**src/hdl/gou_pkg.sv**
```systemverilog
package gou_pkg;

    // field widths
    localparam int IDX_W = 16;
    localparam int VAL_W = 32;
    localparam int FAC_W = 32;
    localparam int MAG_W = 49;
    localparam int SD_W  = 48;
    localparam int ROOT_W = 24;

    // store depth
    localparam int GOU_PARAM_COUNT = 65536;

    // update rules
    localparam logic [1:0] MODE_MOMENTUM = 2'd1;
    localparam logic [1:0] MODE_RMSPROP  = 2'd2;

    // register indexes
    localparam logic [2:0] CFG_MODE      = 3'd0;
    localparam logic [2:0] CFG_RATE_INIT = 3'd1;
    localparam logic [2:0] CFG_RATE_DEC  = 3'd2;
    localparam logic [2:0] CFG_HIST      = 3'd3;
    localparam logic [2:0] CFG_DEC_EN    = 3'd4;

    // register reset values
    localparam logic [1:0]       RST_MODE      = 2'd0;
    localparam logic [FAC_W-1:0] RST_RATE_INIT = 32'd42949673;
    localparam logic [FAC_W-1:0] RST_RATE_DEC  = 32'hFFFF_FFFF;
    localparam logic [FAC_W-1:0] RST_HIST      = 32'd3865470566;

    typedef enum logic [3:0] {
        S_CLEAR,
        S_IDLE,
        S_SLOT,
        S_RD,
        S_VLD,
        S_MOM_HV,
        S_RMS_G2,
        S_RMS_DV,
        S_RMS_KG,
        S_RMS_SQ,
        S_RMS_DIV,
        S_RATE,
        S_DECAY,
        S_OUT
    } gou_state_t;

    // request to the root/divide unit
    typedef struct packed {
        logic start;
        logic sqrt_op;
    } sd_req_t;

endpackage

```
**src/hdl/gou_mul.sv**
```systemverilog
module gou_mul import gou_pkg::*; (
    input  logic             aclk,
    input  logic             aresetn,
    input  logic             start,
    input  logic [FAC_W-1:0] f,
    input  logic [MAG_W-1:0] mag,
    output logic             done,
    output logic [MAG_W-1:0] prod
);

    logic [FAC_W-1:0] f_reg;
    logic [MAG_W-1:0] mag_reg;
    logic [MAG_W:0]   hi_reg;
    logic [4:0]       cnt_reg;
    logic             busy_reg;
    logic             done_reg;
    logic [MAG_W:0]   sum;

    // add multiplicand for one factor bit, drop the low bit
    assign sum = hi_reg + (f_reg[0] ? {1'b0, mag_reg} : '0);

    always_ff @(posedge aclk) begin
        if (!aresetn) begin
            busy_reg <= 1'b0;
            done_reg <= 1'b0;
            cnt_reg  <= '0;
        end else begin
            done_reg <= busy_reg && (cnt_reg == 5'd31);
            if (start) begin
                busy_reg <= 1'b1;
                cnt_reg  <= '0;
            end else if (busy_reg) begin
                cnt_reg <= cnt_reg + 5'd1;
                if (cnt_reg == 5'd31) begin
                    busy_reg <= 1'b0;
                end
            end
        end
    end

    always_ff @(posedge aclk) begin
        if (start) begin
            f_reg   <= f;
            mag_reg <= mag;
            hi_reg  <= '0;
        end else if (busy_reg) begin
            f_reg  <= f_reg >> 1;
            hi_reg <= sum >> 1;
        end
    end

    assign done = done_reg;
    assign prod = hi_reg[MAG_W-1:0];

endmodule

```
**config.mk**
```make
export PLATFORM = sky130hd
export DESIGN_NAME = gou_mul
export DESIGN_NICKNAME = d
export VERILOG_FILES = /design/src/hdl/gou_pkg.sv /design/src/hdl/gou_mul.sv
export SDC_FILE = /design/constraint.sdc
export NUM_CORES = 1
export LEC_CHECK = 0
export BUFFER_PORTS_ARGS = -buffer_cell sky130_fd_sc_hd__buf_2
export CAP_MARGIN = 20
export CORE_MARGIN = 2
export CORE_UTILIZATION = 60
export CTS_CLUSTER_DIAMETER = 40
export DETAILED_ROUTE_END_ITERATION = 10
export PLACE_DENSITY = 0.94
export SETUP_SLACK_MARGIN = 0.2
export SKIP_CTS_REPAIR_TIMING = 1
export SYNTH_ARGS = -nofsm -noshare
export SYNTH_HDL_FRONTEND = slang
export SYNTH_SLANG_ARGS = --single-unit
```
**constraint.sdc**
```tcl
create_clock -name aclk -period 5.7 [get_ports aclk]
set_input_delay 0.285 -clock aclk [delete_from_list [all_inputs] [get_ports aclk]]
set_output_delay 0.285 -clock aclk [all_outputs]
set_load 0.01 [all_outputs]
```
==> flow_summary.toml <==
[global_routing]
grt_usage = 0.2611
grt-ovfl-total = 0
antenna_found_initial = 0
grt_max_degree = 61
grt_pass1_vias = 6042
grt_pass1_wl_mm = 29.26

[synthesis]
synth_edf_count = 81
synthesis.nets = 883
postSynthCellCount = 748
ys_types = 79
synth_area_per_cell_um2 = 10.50
yosys_register_bits = 137
yosys_warnings = 0
yosys-top-cells-count = "edfxtp_1, nor2_1, dfxtp_1"
synth.most_common_cell = "edfxtp_1"
yosysSeqAreaShare = 0.4523
yosysTopAreaCell = "edfxtp_1"
synth.top_cell.area_share = 0.3096
synth.area.top_cells = "edfxtp_1, dfxtp_1, ha_1"
synth_ff_type = "edfxtp_1"
syn_area_mm2 = 0.007856
synthArstFlopShare = 0

[layout]
area_growth_pct = 16.56
finalInstanceArea_mm2 = 0.009158
finalNetCount = 1004
final_util = 0.7198
drive_above_1_share = 0.2574
diodes = 0

[critical_path]
critical_path_buf_inv_count = 2
cpLargestDelayFamily = "compound AO/OA/AOI/OAI gates"
cp-end-kind = "register"
crit_chain = "buf_4 -> nand2_1 -> inv_1 -> ha_1 -> a41o_1 -> a211oi_1 -> o311ai_1 -> a21oi_1 -> o311a_1 -> o21ai_1 -> a211oi_1 -> xor2_1 -> o21ai_1"
r2r_setup_slack_ns = 1.74
critPathSlowestCell = "edfxtp_1"
startpoint = "f_reg[0]"
cp.arrival_ns = 4.26
cp.required_ns = 5.99
slowest_delay_ns = 0.81
start_kind = "register"
cp_max_fo = 28
r2r_start = "f_reg[0]"
criticalPathCategory = "register to register"

[floorplan]
io_pins = 134
core.rowCount = 41
die_area_mm2 = 0.01403
die_w_um = 118.4
initial_utilization = 0.6175
dieHeight_um = 118.4
core-area_mm2 = 0.01272

[timing]
max_freq_mhz = 252.3
rsz0062_at_grt = "no"
worstMarginPinSlew_ns = 0.7267
finalClockSkew_ns = 0.009244
setup_viol = 0
post-route-period-util = 0.6953
maxSlewViolCount = 0
maxSlewHeadroom = 0.5155
fin_crit_ns = 3.963
holdWs_ns = 0.02599
timing.setup.tns_ns = 0
hold_viol_final = 0

[pwr]
powerDensity_mw_per_mm2 = 300.5
power.leakage_nw = 4.047
vdd_drop_max_mv = 0.2408
fin_total_pwr_mw = 2.752

[clock_tree]
cts.htree.levels = 4
worstSkewPairLatency_ns = 0.43
cts_tree = "yes"
clockBufferDepth = 2
path_clk_slew_ns = 0.06
clock_sinks = 137
numCtsBuffers = 17
cts_root_buf = "clkbuf_16"

[place]
dp_hpwl_mm = 12.52
io_buffers = 133
finalWeightedCongestion = 0.9137
postPlaceCellArea_mm2 = 0.008597

[routing]
vias = 6214
drt_iter0_drc = 454
wl_met2_mm = 8.348
drt_pass1_iterations = 5
drt_wl_total_mm = 17.72
drtAntennaViolNets = 0
via_per_inst = 5.896
drt-met1-wl_mm = 7.623
routedWlPerCell_um = 16.81
wl_met3_mm = 1.401
highest_layer = "met4"
drc = 0

[min_path]
worstHoldPathType = "input pin to register"
worstHoldStart = "mag[10]"

[status]
status = "complete, no violations"

[flow_run]
cap_viol_max_count = 0
-- routing by layer --
layer,global-route usage,vias up
li1,-,2996
met4,0.1012,0
met2,0.4267,237
met1,0.3266,2946
met5,0,-
met3,0.07722,35
-- layout make-up --
type	instances	area, um^2
timing repair buffer	138	725.7
fill	927	3565
clock inverter	14	131.4
sequential	137	3555
tap	172	215.2
multi-input combinational	557	4034
clock buffer	18	429.2
inverter	18	67.56
-- cells in the final DEF, fill, tap and decap left out, types with 3 or more instances in the layout --
cell type     n
nor3_1        5
mux2i_1      26
inv_1        18
mux2_2       31
o211ai_1      3
o21a_1        4
a21oi_1      46
nand2_2       3
clkinv_1      3
xnor2_1      22
a21o_1       23
nor3b_1       3
nand3_1      17
nand2_1      51
edfxtp_1     81
clkinv_2      4
dfxtp_1      55
and3_1        7
clkbuf_16    17
xor2_1       18
nand2b_1      8
o31ai_1       3
clkinvlp_4    3
o21ai_0      29
buf_4         5
nand4_1      13
ha_1         50
a22oi_1       3
nor2_1       58
o21ai_1       9
and2_1       51
a211oi_1      7
buf_2       132
a221o_1       3
o21bai_1      7
nor2b_1       3
-- kinds of logic after synthesis --
group	share of synthesized area
buffers and inverters	0.03424
AOI/OAI and AO/OA	0.1508
and+or+nand+nor	0.1583
xor gates and xnor gates	0.04459
muxes	0.07756
DFF	0.4523
adders and majority gates	0.08218
-- metrics by stage --
stage / std cells / setup WS (ns)
global route: 1054 / 1.292
CTS: 1054 / 1.693
detailed placement: 1022 / 1.756
global placement: 1021 / 1.939
finish: 1054 / 1.737
floorplan: 748 / 2.603
-- report_power, final --
group / internal (mW) / switching (mW) / leakage (nW) / total, mW
sequential: 1.14 / 0.0516 / 1.26 / 1.19
combinational: 0.216 / 0.280 / 2.52 / 0.495
clock: 0.636 / 0.428 / 0.268 / 1.06
-- worst reg2reg max path: stages, from the launching register on --
cell      delay (ns)
edfxtp_1        0.81
buf_4           0.36
nand2_1         0.13
inv_1           0.07
ha_1            0.22
a41o_1          0.26
a211oi_1        0.48
o311ai_1        0.24
a21oi_1         0.37
o311a_1         0.24
o21ai_1         0.12
a211oi_1        0.26
xor2_1          0.19
o21ai_1         0.08
-- final timing paths --
path | cells after the start | endpoint
setup / recovery | 13 | hi_reg[28]
hold / removal | 1 | mag_reg[10]
setup reg to reg | 13 | hi_reg[28]
hold reg to reg | 2 | hi_reg[29]
Note: power is estimated with default switching activity, not from simulation.
