===== src/hdl/gou_pkg.sv =====
package gou_pkg;

    // field widths
    localparam int IDX_W = 16;
    localparam int VAL_W = 32;
    localparam int FAC_W = 32;
    localparam int MAG_W = 49;
    localparam int SD_W  = 48;
    localparam int ROOT_W = 24;

    // store depth
    localparam int GOU_PARAM_COUNT = 65536;

    // update rules
    localparam logic [1:0] MODE_MOMENTUM = 2'd1;
    localparam logic [1:0] MODE_RMSPROP  = 2'd2;

    // register indexes
    localparam logic [2:0] CFG_MODE      = 3'd0;
    localparam logic [2:0] CFG_RATE_INIT = 3'd1;
    localparam logic [2:0] CFG_RATE_DEC  = 3'd2;
    localparam logic [2:0] CFG_HIST      = 3'd3;
    localparam logic [2:0] CFG_DEC_EN    = 3'd4;

    // register reset values
    localparam logic [1:0]       RST_MODE      = 2'd0;
    localparam logic [FAC_W-1:0] RST_RATE_INIT = 32'd42949673;
    localparam logic [FAC_W-1:0] RST_RATE_DEC  = 32'hFFFF_FFFF;
    localparam logic [FAC_W-1:0] RST_HIST      = 32'd3865470566;

    typedef enum logic [3:0] {
        S_CLEAR,
        S_IDLE,
        S_SLOT,
        S_RD,
        S_VLD,
        S_MOM_HV,
        S_RMS_G2,
        S_RMS_DV,
        S_RMS_KG,
        S_RMS_SQ,
        S_RMS_DIV,
        S_RATE,
        S_DECAY,
        S_OUT
    } gou_state_t;

    // request to the root/divide unit
    typedef struct packed {
        logic start;
        logic sqrt_op;
    } sd_req_t;

endpackage


===== src/hdl/gou_sqdiv.sv =====
module gou_sqdiv import gou_pkg::*; (
    input  logic              aclk,
    input  logic              aresetn,
    input  sd_req_t           req,
    input  logic [SD_W-1:0]   src,
    input  logic [ROOT_W-1:0] dvs,
    output logic              done,
    output logic [SD_W-1:0]   res
);

    logic [SD_W-1:0]   src_reg;
    logic [ROOT_W-1:0] dvs_reg;
    logic [SD_W-1:0]   res_reg;
    logic [24:0]       rem_reg;
    logic [5:0]        cnt_reg;
    logic              sqrt_reg;
    logic              busy_reg;
    logic              done_reg;
    logic [26:0]       rem_t;
    logic [26:0]       cmp;
    logic [26:0]       diff;
    logic              ge;

    // one root or quotient bit per cycle, restoring
    always_comb begin
        if (sqrt_reg) begin
            rem_t = {rem_reg, src_reg[SD_W-1 -: 2]};
            cmp   = {1'b0, res_reg[ROOT_W-1:0], 2'b01};
        end else begin
            rem_t = {1'b0, rem_reg, src_reg[SD_W-1]};
            cmp   = {3'b000, dvs_reg};
        end
        ge   = (rem_t >= cmp);
        diff = rem_t - cmp;
    end

    always_ff @(posedge aclk) begin
        if (!aresetn) begin
            busy_reg <= 1'b0;
            done_reg <= 1'b0;
            cnt_reg  <= '0;
        end else begin
            done_reg <= busy_reg && (cnt_reg == 6'd0);
            if (req.start) begin
                busy_reg <= 1'b1;
                cnt_reg  <= req.sqrt_op ? 6'(ROOT_W - 1) : 6'(SD_W - 1);
            end else if (busy_reg) begin
                cnt_reg <= cnt_reg - 6'd1;
                if (cnt_reg == 6'd0) begin
                    busy_reg <= 1'b0;
                end
            end
        end
    end

    always_ff @(posedge aclk) begin
        if (req.start) begin
            src_reg  <= src;
            dvs_reg  <= dvs;
            sqrt_reg <= req.sqrt_op;
            res_reg  <= '0;
            rem_reg  <= '0;
        end else if (busy_reg) begin
            src_reg <= sqrt_reg ? (src_reg << 2) : (src_reg << 1);
            res_reg <= {res_reg[SD_W-2:0], ge};
            rem_reg <= ge ? diff[24:0] : rem_t[24:0];
        end
    end

    assign done = done_reg;
    assign res  = res_reg;

endmodule


===== config.mk =====
export PLATFORM = sky130hd
export DESIGN_NAME = gou_sqdiv
export DESIGN_NICKNAME = d
export VERILOG_FILES = /design/src/hdl/gou_pkg.sv /design/src/hdl/gou_sqdiv.sv
export SDC_FILE = /design/constraint.sdc
export NUM_CORES = 1
export LEC_CHECK = 0
export ABC_CLOCK_PERIOD_IN_PS = 5400
export BUFFER_PORTS_ARGS = -buffer_cell sky130_fd_sc_hd__buf_2
export CORE_ASPECT_RATIO = 0.8
export CORE_MARGIN = 2
export CORE_UTILIZATION = 30
export CTS_CLUSTER_DIAMETER = 60
export DETAILED_ROUTE_END_ITERATION = 7
export GPL_ROUTABILITY_DRIVEN = 0
export SLEW_MARGIN = 20
export SYNTH_ARGS = -nofsm -noshare
export SYNTH_HDL_FRONTEND = slang
export SYNTH_SLANG_ARGS = --single-unit

===== constraint.sdc =====
create_clock -name aclk -period 5.4 [get_ports aclk]
set_input_delay 0.27 -clock aclk [delete_from_list [all_inputs] [get_ports aclk]]
set_output_delay 0.27 -clock aclk [all_outputs]
set_load 0.005 [all_outputs]

==> run metrics <==
status=complete, no violations; Final period util=0.780; synthesized area=8280 µm²; Hold Crit Class=input pin to register; Ant. Diodes=0; Post-synth ARST share=0; Post CTS Setup Buffer Count=0; share of post-route cells with drive strength above 1=0.215; Design Power=3.59 mW; Starting Density=0.304; Die H=153 µm; layout overhead on the synthesized area=20.7%; DR vias/cell=4.80; Nets=1,029; vias in the first global route=6,017; CP Data Arrival Time=4.49 ns; I/O pin total=125; Detail Placement HPWL=12.7 mm; max-slew violation count=0; DRC violations left=0; drt total wl=18.8 mm; Critical Path, Cell by Cell=buf_4 -> buf_4 -> mux2i_1 -> ha_1 -> nand2_1 -> o21ai_1 -> nor3_1 -> a211oi_4 -> a21boi_2 -> o31ai_4 -> buf_4 -> mux2i_1 -> a211oi_1; post-route ant nets=0; Clock Tree Root=clkbuf_16; Tot GR Track Use=0.132; largest net degree at the start of global routing=126; GR Layer Usage met3=0.0350; syn_area_per_cell=10.3 µm²; Cell Area, Placed=9210 µm²; Setup WS post-layout=1.19 ns; final setup TNS=0 ns; leakage power=4.24 nW; Power Dens Cells=359 nW/µm²; antenna violations before repair=1; final number of setup-violating endpoints=0; crit end category=register; Post-synth EDFFs=73; startpoint types=register; peak supply drop=0.222 mV; WS Path Type=register to register; port bufs=124; final count of hold timing violations=0; Clock Sinks=154; Post-synth top flop=dfxtp_1; GR met2 Demand/Resource=0.197; f_max=0.238 GHz; met1 GRT Util=0.189; worst slack, placed=1.18 ns; Clock transition at path regs=0.06 ns; Num CTS Buffers=17; max-cap viol count=0; post-cts repair resize count=0; post-synthesis cell type count=60; Die W=190 µm; Rel. slew slack=0.445; first-pass GRT wire length=31.0 mm; Remaining Overflow, GRT=0; CTS Hold Buffers Added=21; 1st-iter DRT viols=371; H-tree Lvls=4; worst-case clock buffer depth=2; Clock Latency Late Sink=0.43 ns; register area share after synthesis=0.461; Least-Margin Pin Slew=0.832 ns; min cycle time layout=4.21 ns; DR WL/cell=14.5 µm; unrepaired setup endpoints after global routing=false; Worst Skew=0.0134 ns; First-pass DRT Iterations=5; Finished Cell Area=9990 µm²; busiest grt layer=met2; Rows=54; synth warn=0; core area=27,200 µm²; crit path max fanout=14; placed insts=1,248; Die Area=29,000 µm²; Post-Synthesis Cells=804; final hold slack=0.0340 ns; most used cell along the critical path=buf_4; Core Util, Final=0.367; CTS tree=built; #FFs+latches synth=154; slowest library cell on the worst path=edfxtp_1; Max stage delay on crit path=0.70 ns; Via Count=6,243; CP required=5.68 ns; Post-Syn Nets=909; Non-Filler Instances=1,301
## worst max-delay path, delay by kind of cell (launching register included)
| kind | cells | cell delay [ns] |
|---|---|---|
| and+or+nand+nor | 2 | 0.20 |
| DFF | 1 | 0.70 |
| AOI/OAI and AO/OA | 5 | 1.44 |
| muxes | 2 | 0.34 |
| adders and majority gates | 1 | 0.42 |
| buffers and inverters | 3 | 0.93 |
## routing by layer
layer,part of all wire,up-vias
met5,0.00069,-
met4,0.0076,2
met3,0.046,11
met2,0.43,133
met1,0.52,2933
li1,-,3164
## where the power goes
group          internal (mW)  switching (mW)  total [mW]
combinational          0.463           0.574        1.04
sequential              1.33          0.0675        1.40
clock                  0.645           0.512        1.16
total                   2.44            1.15        3.59
## worst paths after layout
check         startpoint           to  cells after the start  slack [ns]
min reg2reg  rem_reg[16]  rem_reg[16]                      2        0.49
min              dvs[12]  dvs_reg[12]                      1        0.03
max reg2reg     sqrt_reg   rem_reg[8]                     13        1.19
max             sqrt_reg   rem_reg[8]                     13        1.19
## cells in the mapped netlist, types with 7 or more instances
cell type	count	share of area
nor2_1	100	0.045
a21oi_1	20	0.012
xnor2_1	18	0.019
a211oi_1	23	0.021
o21ai_0	59	0.036
inv_1	11	0.0050
ha_1	28	0.042
nand2_1	68	0.031
nand2b_1	10	0.0076
nand3_1	7	0.0042
mux2i_1	136	0.16
nor3_1	8	0.0048
a21o_1	7	0.0063
buf_1	12	0.0054
mux2_2	25	0.034
edfxtp_1	73	0.26
dfxtp_1	81	0.20
clkbuf_1	30	0.014
## cell families after synthesis
kind of cell               synth area share
AOI/OAI and AO/OA                     0.127
DFF                                   0.461
adders and majority gates            0.0447
xor gates and xnor gates             0.0233
buffers and inverters                0.0317
muxes                                 0.198
and+or+nand+nor                       0.114
## placed cells by master (no fill, tap or decap), drive strengths merged, types with 6 or more instances in the layout
| cell | count |
|---|---|
| mux2i | 136 |
| buf | 131 |
| nor2 | 100 |
| dfxtp | 81 |
| edfxtp | 73 |
| nand2 | 68 |
| o21ai | 63 |
| ha | 28 |
| mux2 | 25 |
| a211oi | 24 |
| dlygate4sd3 | 21 |
| a21oi | 21 |
| xnor2 | 18 |
| clkbuf | 18 |
| inv | 17 |
| nand2b | 10 |
| nor3 | 9 |
| a21o | 8 |
| nand3 | 7 |
| and3 | 6 |
| a31oi | 6 |
## cell type report
type / count / area (µm²)
fill: 2736 / 17200
multi-input combinational: 588 / 4210
sequential: 154 / 3820
timing repair buffer: 152 / 906
tap: 364 / 455
clock buffer: 18 / 429
clock inverter: 14 / 139
inverter: 11 / 41.3
Power figures use the tool's default switching activity.
