--- config.mk ---
export PLATFORM = sky130hd
export DESIGN_NAME = gou_ram
export DESIGN_NICKNAME = d
export VERILOG_FILES = /design/src/hdl/gou_ram.sv
export SDC_FILE = /design/constraint.sdc
export NUM_CORES = 1
export LEC_CHECK = 0
export BUFFER_PORTS_ARGS = -buffer_cell sky130_fd_sc_hd__buf_2
export CAP_MARGIN = 20
export CELL_PAD_IN_SITES_DETAIL_PLACEMENT = 0
export CELL_PAD_IN_SITES_GLOBAL_PLACEMENT = 1
export CORE_ASPECT_RATIO = 0.6
export CORE_MARGIN = 2
export CORE_UTILIZATION = 35
export DETAILED_ROUTE_END_ITERATION = 10
export PLACE_DENSITY = 0.69
export SLEW_MARGIN = 20
export SYNTH_ARGS = -nofsm -noshare
export SYNTH_HDL_FRONTEND = slang
export SYNTH_SLANG_ARGS = --single-unit
--- constraint.sdc ---
create_clock -name aclk -period 2.21 [get_ports aclk]
set_input_delay 0.442 -clock aclk [delete_from_list [all_inputs] [get_ports aclk]]
set_output_delay 0.442 -clock aclk [all_outputs]
set_load 0.02 [all_outputs]
--- src/hdl/gou_ram.sv ---
module gou_ram #(
    parameter int WIDTH = 32,
    parameter int DEPTH = 2,
    localparam int AW = (DEPTH > 1) ? $clog2(DEPTH) : 1
) (
    input  logic             aclk,
    input  logic             we,
    input  logic [AW-1:0]    waddr,
    input  logic [WIDTH-1:0] wdata,
    input  logic [AW-1:0]    raddr,
    output logic [WIDTH-1:0] rdata
);

    logic [WIDTH-1:0] mem [DEPTH];

    // one write port, one registered read port
    always_ff @(posedge aclk) begin
        if (we) begin
            mem[waddr] <= wdata;
        end
        rdata <= mem[raddr];
    end

endmodule

==> flow_metrics.env, run 1 <==
export IMPL_status="completed"
export IMPL_seqPwrFrac=0.538
export IMPL_vdd_drop_max_mv=0.4186
export IMPL_postRouteWirelength_um=5023
export IMPL_cp_startpoint="rdata[17]"
export IMPL_tightest_slew_ns=0.5097
export IMPL_cp_start_kind="flip-flop"
export IMPL_die_h_um=77.13
export IMPL_diodes=0
export IMPL_finClkSkew_ns=0.004163
export IMPL_num_vias=1372
export IMPL_holdBufCountCts=0
export IMPL_synth_compound_area_frac=0
export IMPL_arrival_ns=0.90
export IMPL_clockPowerShare=0.383
export IMPL_hold_violations=0
export IMPL_syn_inst=134
export IMPL_area_growth_pct=24.35
export IMPL_ys_seq_elements=96
export IMPL_tns_ns=0
export IMPL_synthAdderAreaFrac=0
export IMPL_required_ns=1.77
export IMPL_cp_top_family="flip-flops"
export IMPL_htree_levels=3
export IMPL_setup_violations=0
export IMPL_post_route_util=0.4516
export IMPL_switchingPower_uw=790.1
export IMPL_cts_tree="yes"
export IMPL_antenna_found_initial=1
export IMPL_synth_top_family_by_area="multiplexers"
export IMPL_synth_xor_area_share=0
export IMPL_report_final_slew_viol_count=0
export IMPL_n_fill_cell=776
export IMPL_clk_pin_slew_ns=0.06
export IMPL_fin_crit_sh=0.6073
export IMPL_p_leak_uw=0.001574
export IMPL_crit_buf_inv=1
export IMPL_dr_first_iter_drc_count=122
export IMPL_grt_pass1_wl_um=7769
export IMPL_insertion_delay_ns=0.33
export IMPL_die_w_um=125.9
export IMPL_grt_pass1_vias=1427
export IMPL_yosys_area_top_type="edfxtp_1"
export IMPL_port_buffer_count=67
export IMPL_cts_buffers=9
export IMPL_rsz0062_at_grt="no"
export IMPL_path_class="reg -> out"
export IMPL_clk_path_buf_depth=2
export IMPL_layout_min_cycle_time_ns=1.342
export IMPL_cp_slowest_cell="dfxtp_1"
export IMPL_grt_max_degree=33
export IMPL_post_cts_buffers=0
export IMPL_synth_simple_area_share=0.004011
export IMPL_initial_core_util=0.3632
export IMPL_grt_overflow=0
export IMPL_fin_nets=248
export IMPL_fin_ws_ns=0.8679
export IMPL_syn_area_mm2=0.003119
export IMPL_switching_share=0.2029
export IMPL_drt_pass1_iter_count=4
export IMPL_max_freq_ghz=0.7451
export IMPL_viasPerCell=4.170
export IMPL_slowest_delay_ns=0.38
export IMPL_powerDensity_mw_per_mm2=1004
export IMPL_core_area_mm2=0.008588
export IMPL_yosysWarnings=0
export IMPL_antenna_left=0
export IMPL_drt_wirelength_per_cell_um=15.27
export IMPL_dp_hpwl_um=3305
export IMPL_gp_congestion=0.7057
export IMPL_hold_slack_ns=0.2931
export IMPL_root_buffer="clkbuf_16"
export IMPL_synth_cell_type_count=8
export IMPL_crit_fanout=1
export IMPL_track_usage=0.1128
export IMPL_die_area_mm2=0.009708
export IMPL_drc_errors=0
export IMPL_synth_top_area_share=0.6161
export IMPL_io_pins=68
export IMPL_layout_drive_gt1_share=0.5484
export IMPL_synth_area_leaders="edfxtp_1 (62%), dfxtp_1 (21%), mux2_4 (14%)"
export IMPL_avgSynthCellArea_um2=23.28
export IMPL_synth_mux_area_frac=0.1516
export IMPL_synthesis_nets=170
export IMPL_num_rows=26
export IMPL_p_int_uw=3105
export IMPL_dp_worst_setup_slack_ns=0.6224
export IMPL_seq_area_frac_synth=0.8215
export IMPL_cts_sinks=96
export IMPL_critical_path_endpoint_type="output pin"
export IMPL_combPwrFrac=0.079
export IMPL_r2r_start="mem[0][4]"
export IMPL_hold_path_class="in -> reg"
export IMPL_maxSlewHeadroom=0.6602
export IMPL_path_cells="buf_2"
export IMPL_hold_start="wdata[13]"
export IMPL_drv_cap=0
export IMPL_cts_resized=0
## worst paths after layout
| path | endpoint | slack, ns | depth (start not counted) |
|---|---|---|---|
| setup / recovery | rdata[17] | 0.87 | 1 |
| hold / removal | mem[1][13] | 0.29 | 1 |
| setup reg to reg | rdata[4] | 1.45 | 1 |
| hold reg to reg | rdata[8] | 0.47 | 1 |
## per-layer routing
metal  vias up  global-route usage  wire length (um)
li1        662                   -                 -
met1       644              0.1541              2483
met2        58              0.1459              1969
met3         6             0.06978               515
met4         2             0.03626                41
met5         -                   0                13
## synth_stat cells (all sizes together)
| master | count |
|---|---|
| edfxtp | 64 |
| nor2b | 1 |
| dfxtp | 32 |
| mux2 | 32 |
| buf | 4 |
| and2 | 1 |
## per-stage QoR
stage / cell area (um2) / power, uW / cells
floorplan: 3122 / 2322 / 134
global placement: 3587 / 2442 / 313
detailed placement: 3587 / 2447 / 313
CTS: 3879 / 3951 / 329
global route: 3879 / 4052 / 329
finish: 3879 / 3895 / 329
## cell usage in the layout (no fill, tap or decap), drive strengths merged
cell / netlist / routed
buf: 4 / 71
edfxtp: 64 / 64
dfxtp: 32 / 32
mux2: 32 / 32
clkbuf: 0 / 12
clkinv: 0 / 3
nor2b: 1 / 1
and2: 1 / 1
bufinv: 0 / 1
## kinds of logic after synthesis
| group | Yosys count |
|---|---|
| mux | 32 |
| buf+inv | 4 |
| flops | 96 |
| simple gates | 2 |
## flip-flops by register name (all words and copies together) (netlist names)
| signal | count |
|---|---|
| mem | 64 |
| rdata | 32 |
## cell type report
type                            instances  area (um2)  share of cell area
Sequential cell                        96        2562              0.6606
Multi-Input combinational cell         34       494.2              0.1274
Timing Repair Buffer                   71       390.4              0.1006
Clock buffer                           12       246.5             0.06355
Tap cell                              112       140.1             0.03613
Clock inverter                          4       45.04             0.01161
## power groups by stage
stage	clock, uW	sequential [uW]	combinational [uW]
floorplan	0	2200	126
global placement	0	2130	308
detailed placement	0	2130	312
CTS	1540	2100	313
global route	1610	2110	330
finish	1490	2100	307
Note: power is estimated with default switching activity, not from simulation.
==> run 2: changes to the inputs <==
==> constraint.sdc (replaced) <==
create_clock -name aclk -period 1.2 [get_ports aclk]
set_input_delay 0.24 -clock aclk [delete_from_list [all_inputs] [get_ports aclk]]
set_output_delay 0.24 -clock aclk [all_outputs]
set_load 0.02 [all_outputs]
==> run 2 against run 1 <==
  * First-iteration DRC count fell by 9.0%
  * Worst setup slack got worse by 0.76 ns
  * Cell area rose by 1.9%
  * Sequential share of layout area fell by 1.2 points
  * Critical path type unchanged
  * Largest cell class unchanged
==> flow_metrics.env, run 2 (synthesis results as in run 1) <==
export IMPL_finClkSkew_ns=0.002818
export IMPL_cts_sinks=96
export IMPL_crit_buf_inv=1
export IMPL_final_common_cell="buf_2"
export IMPL_diodes=0
export IMPL_postRouteWirelength_um=4991
export IMPL_drt_pass1_iter_count=4
export IMPL_combPwrFrac=0.081
export IMPL_tightest_slew_ns=0.1516
export IMPL_crit_fanout=1
export IMPL_regMostFlops="mem"
export IMPL_holdBufCountCts=0
export IMPL_seqPwrFrac=0.531
export IMPL_drv_cap=0
export IMPL_rsz0062_at_grt="no"
export IMPL_cp_startpoint="rdata[4]"
export IMPL_grt_max_degree=20
export IMPL_grt_pass1_wl_um=7824
export IMPL_layout_drive_gt1_share=0.5434
export IMPL_status="completed"
export IMPL_area_growth_pct=26.71
export IMPL_dp_worst_setup_slack_ns=0.1595
export IMPL_hold_violations=0
export IMPL_post_cts_buffers=0
export IMPL_core_area_mm2=0.008588
export IMPL_layout_min_cycle_time_ns=1.097
export IMPL_final_cell_mix="buf_2 (67), edfxtp_1 (64), dfxtp_1 (32), mux2_4 (30), clkbuf_16 (10)"
export IMPL_gp_congestion=0.6735
export IMPL_required_ns=0.96
export IMPL_clk_path_buf_depth=2
export IMPL_max_freq_ghz=0.9116
export IMPL_slowest_delay_ns=0.35
export IMPL_track_usage=0.1129
export IMPL_root_buffer="clkbuf_16"
export IMPL_fin_crit_sh=0.9142
export IMPL_num_vias=1346
export IMPL_fin_nets=250
export IMPL_reg_top3="mem x64, rdata x32"
export IMPL_cts_buffers=9
export IMPL_grt_pass1_vias=1435
export IMPL_vdd_drop_max_mv=0.8003
export IMPL_initial_core_util=0.3632
export IMPL_switchingPower_uw=1461
export IMPL_r2r_start="mem[0][7]"
export IMPL_reg2reg_depth=1
export IMPL_hold_slack_ns=0.09055
export IMPL_num_rows=26
export IMPL_path_cells="buf_2"
export IMPL_switching_share=0.2009
export IMPL_clockPowerShare=0.388
export IMPL_report_final_slew_viol_count=0
export IMPL_cp_start_kind="flip-flop"
export IMPL_crit_cells=1
export IMPL_antenna_left=0
export IMPL_tns_ns=0
export IMPL_ff2ff_setup_slack_ns=0.45
export IMPL_grt_overflow=0
export IMPL_clk_pin_slew_ns=0.06
export IMPL_largest_register_ffs=64
export IMPL_whs_path_depth=1
export IMPL_regToRegEndpoint="rdata[7]"
export IMPL_powerDensity_mw_per_mm2=1840
export IMPL_cp_endpoint="rdata[4]"
export IMPL_antenna_found_initial=0
export IMPL_cp_top_family="flip-flops"
export IMPL_setup_violations=0
export IMPL_cts_resized=0
export IMPL_cts_tree="yes"
export IMPL_critical_path_endpoint_type="output pin"
export IMPL_hold_path_class="in -> reg"
export IMPL_arrival_ns=0.86
export IMPL_io_pins=68
export IMPL_p_int_uw=5811
export IMPL_viasPerCell=4.066
export IMPL_cp_slowest_cell="dfxtp_1"
export IMPL_die_h_um=77.13
export IMPL_maxSlewHeadroom=0.8987
export IMPL_htree_levels=3
export IMPL_drc_errors=0
export IMPL_port_buffer_count=67
export IMPL_fin_ws_ns=0.1030
export IMPL_insertion_delay_ns=0.33
export IMPL_drt_wirelength_per_cell_um=15.08
export IMPL_die_w_um=125.9
export IMPL_path_class="reg -> out"
export IMPL_dr_first_iter_drc_count=111
export IMPL_die_area_mm2=0.009708
export IMPL_p_leak_uw=0.001599
export IMPL_dp_hpwl_um=3372
==> run 2: layout make-up <==
| class | instances | area [um2] |
|---|---|---|
| clock buffer | 13 | 261.5 |
| fill | 754 | 4636 |
| timing repair buffer | 73 | 455.4 |
| multi-input combinational | 34 | 494.2 |
| tap | 112 | 140.1 |
| clock inverter | 3 | 38.79 |
| sequential | 96 | 2562 |
==> run 2: power groups by stage <==
stage	logic (uW)	clock network [uW]	registers, uW
2_1_floorplan	234	0	4040
3_3_place_gp	590	0	3920
3_5_place_dp	598	0	3930
4_1_cts	599	2910	3860
5_1_grt	627	3060	3880
6_report	589	2820	3860
==> run 2: how the worst min path moves through the flow <==
stage              start         end  slack (ns)
6_report        wdata[3]   mem[0][3]        0.09
5_1_grt         wdata[3]   mem[1][3]        0.07
4_1_cts         wdata[3]   mem[0][3]        0.07
3_5_place_dp    wdata[3]   mem[0][3]        0.43
3_3_place_gp   wdata[24]  mem[1][24]        0.43
2_1_floorplan   wdata[0]   mem[0][0]        0.34
==> run 2: layer usage <==
metal  vias to the layer above  share of wire  GRT usage
met3                         9           0.10    0.07816
met1                       618           0.47     0.1386
li1                        661              -          -
met2                        58           0.41     0.1616
met4                         0          0.015    0.02967
met5                         -              0          0
==> run 2: per-stage QoR <==
stage,cells,util,power (uW),instance area (um2)
final,331,0.4602,7271,3953
after global routing,331,0.4602,7568,3953
after CTS,331,0.4602,7375,3953
after detailed placement,315,0.4253,4528,3652
after global placement,315,0.4253,4513,3652
after floorplan,134,-,4277,3128
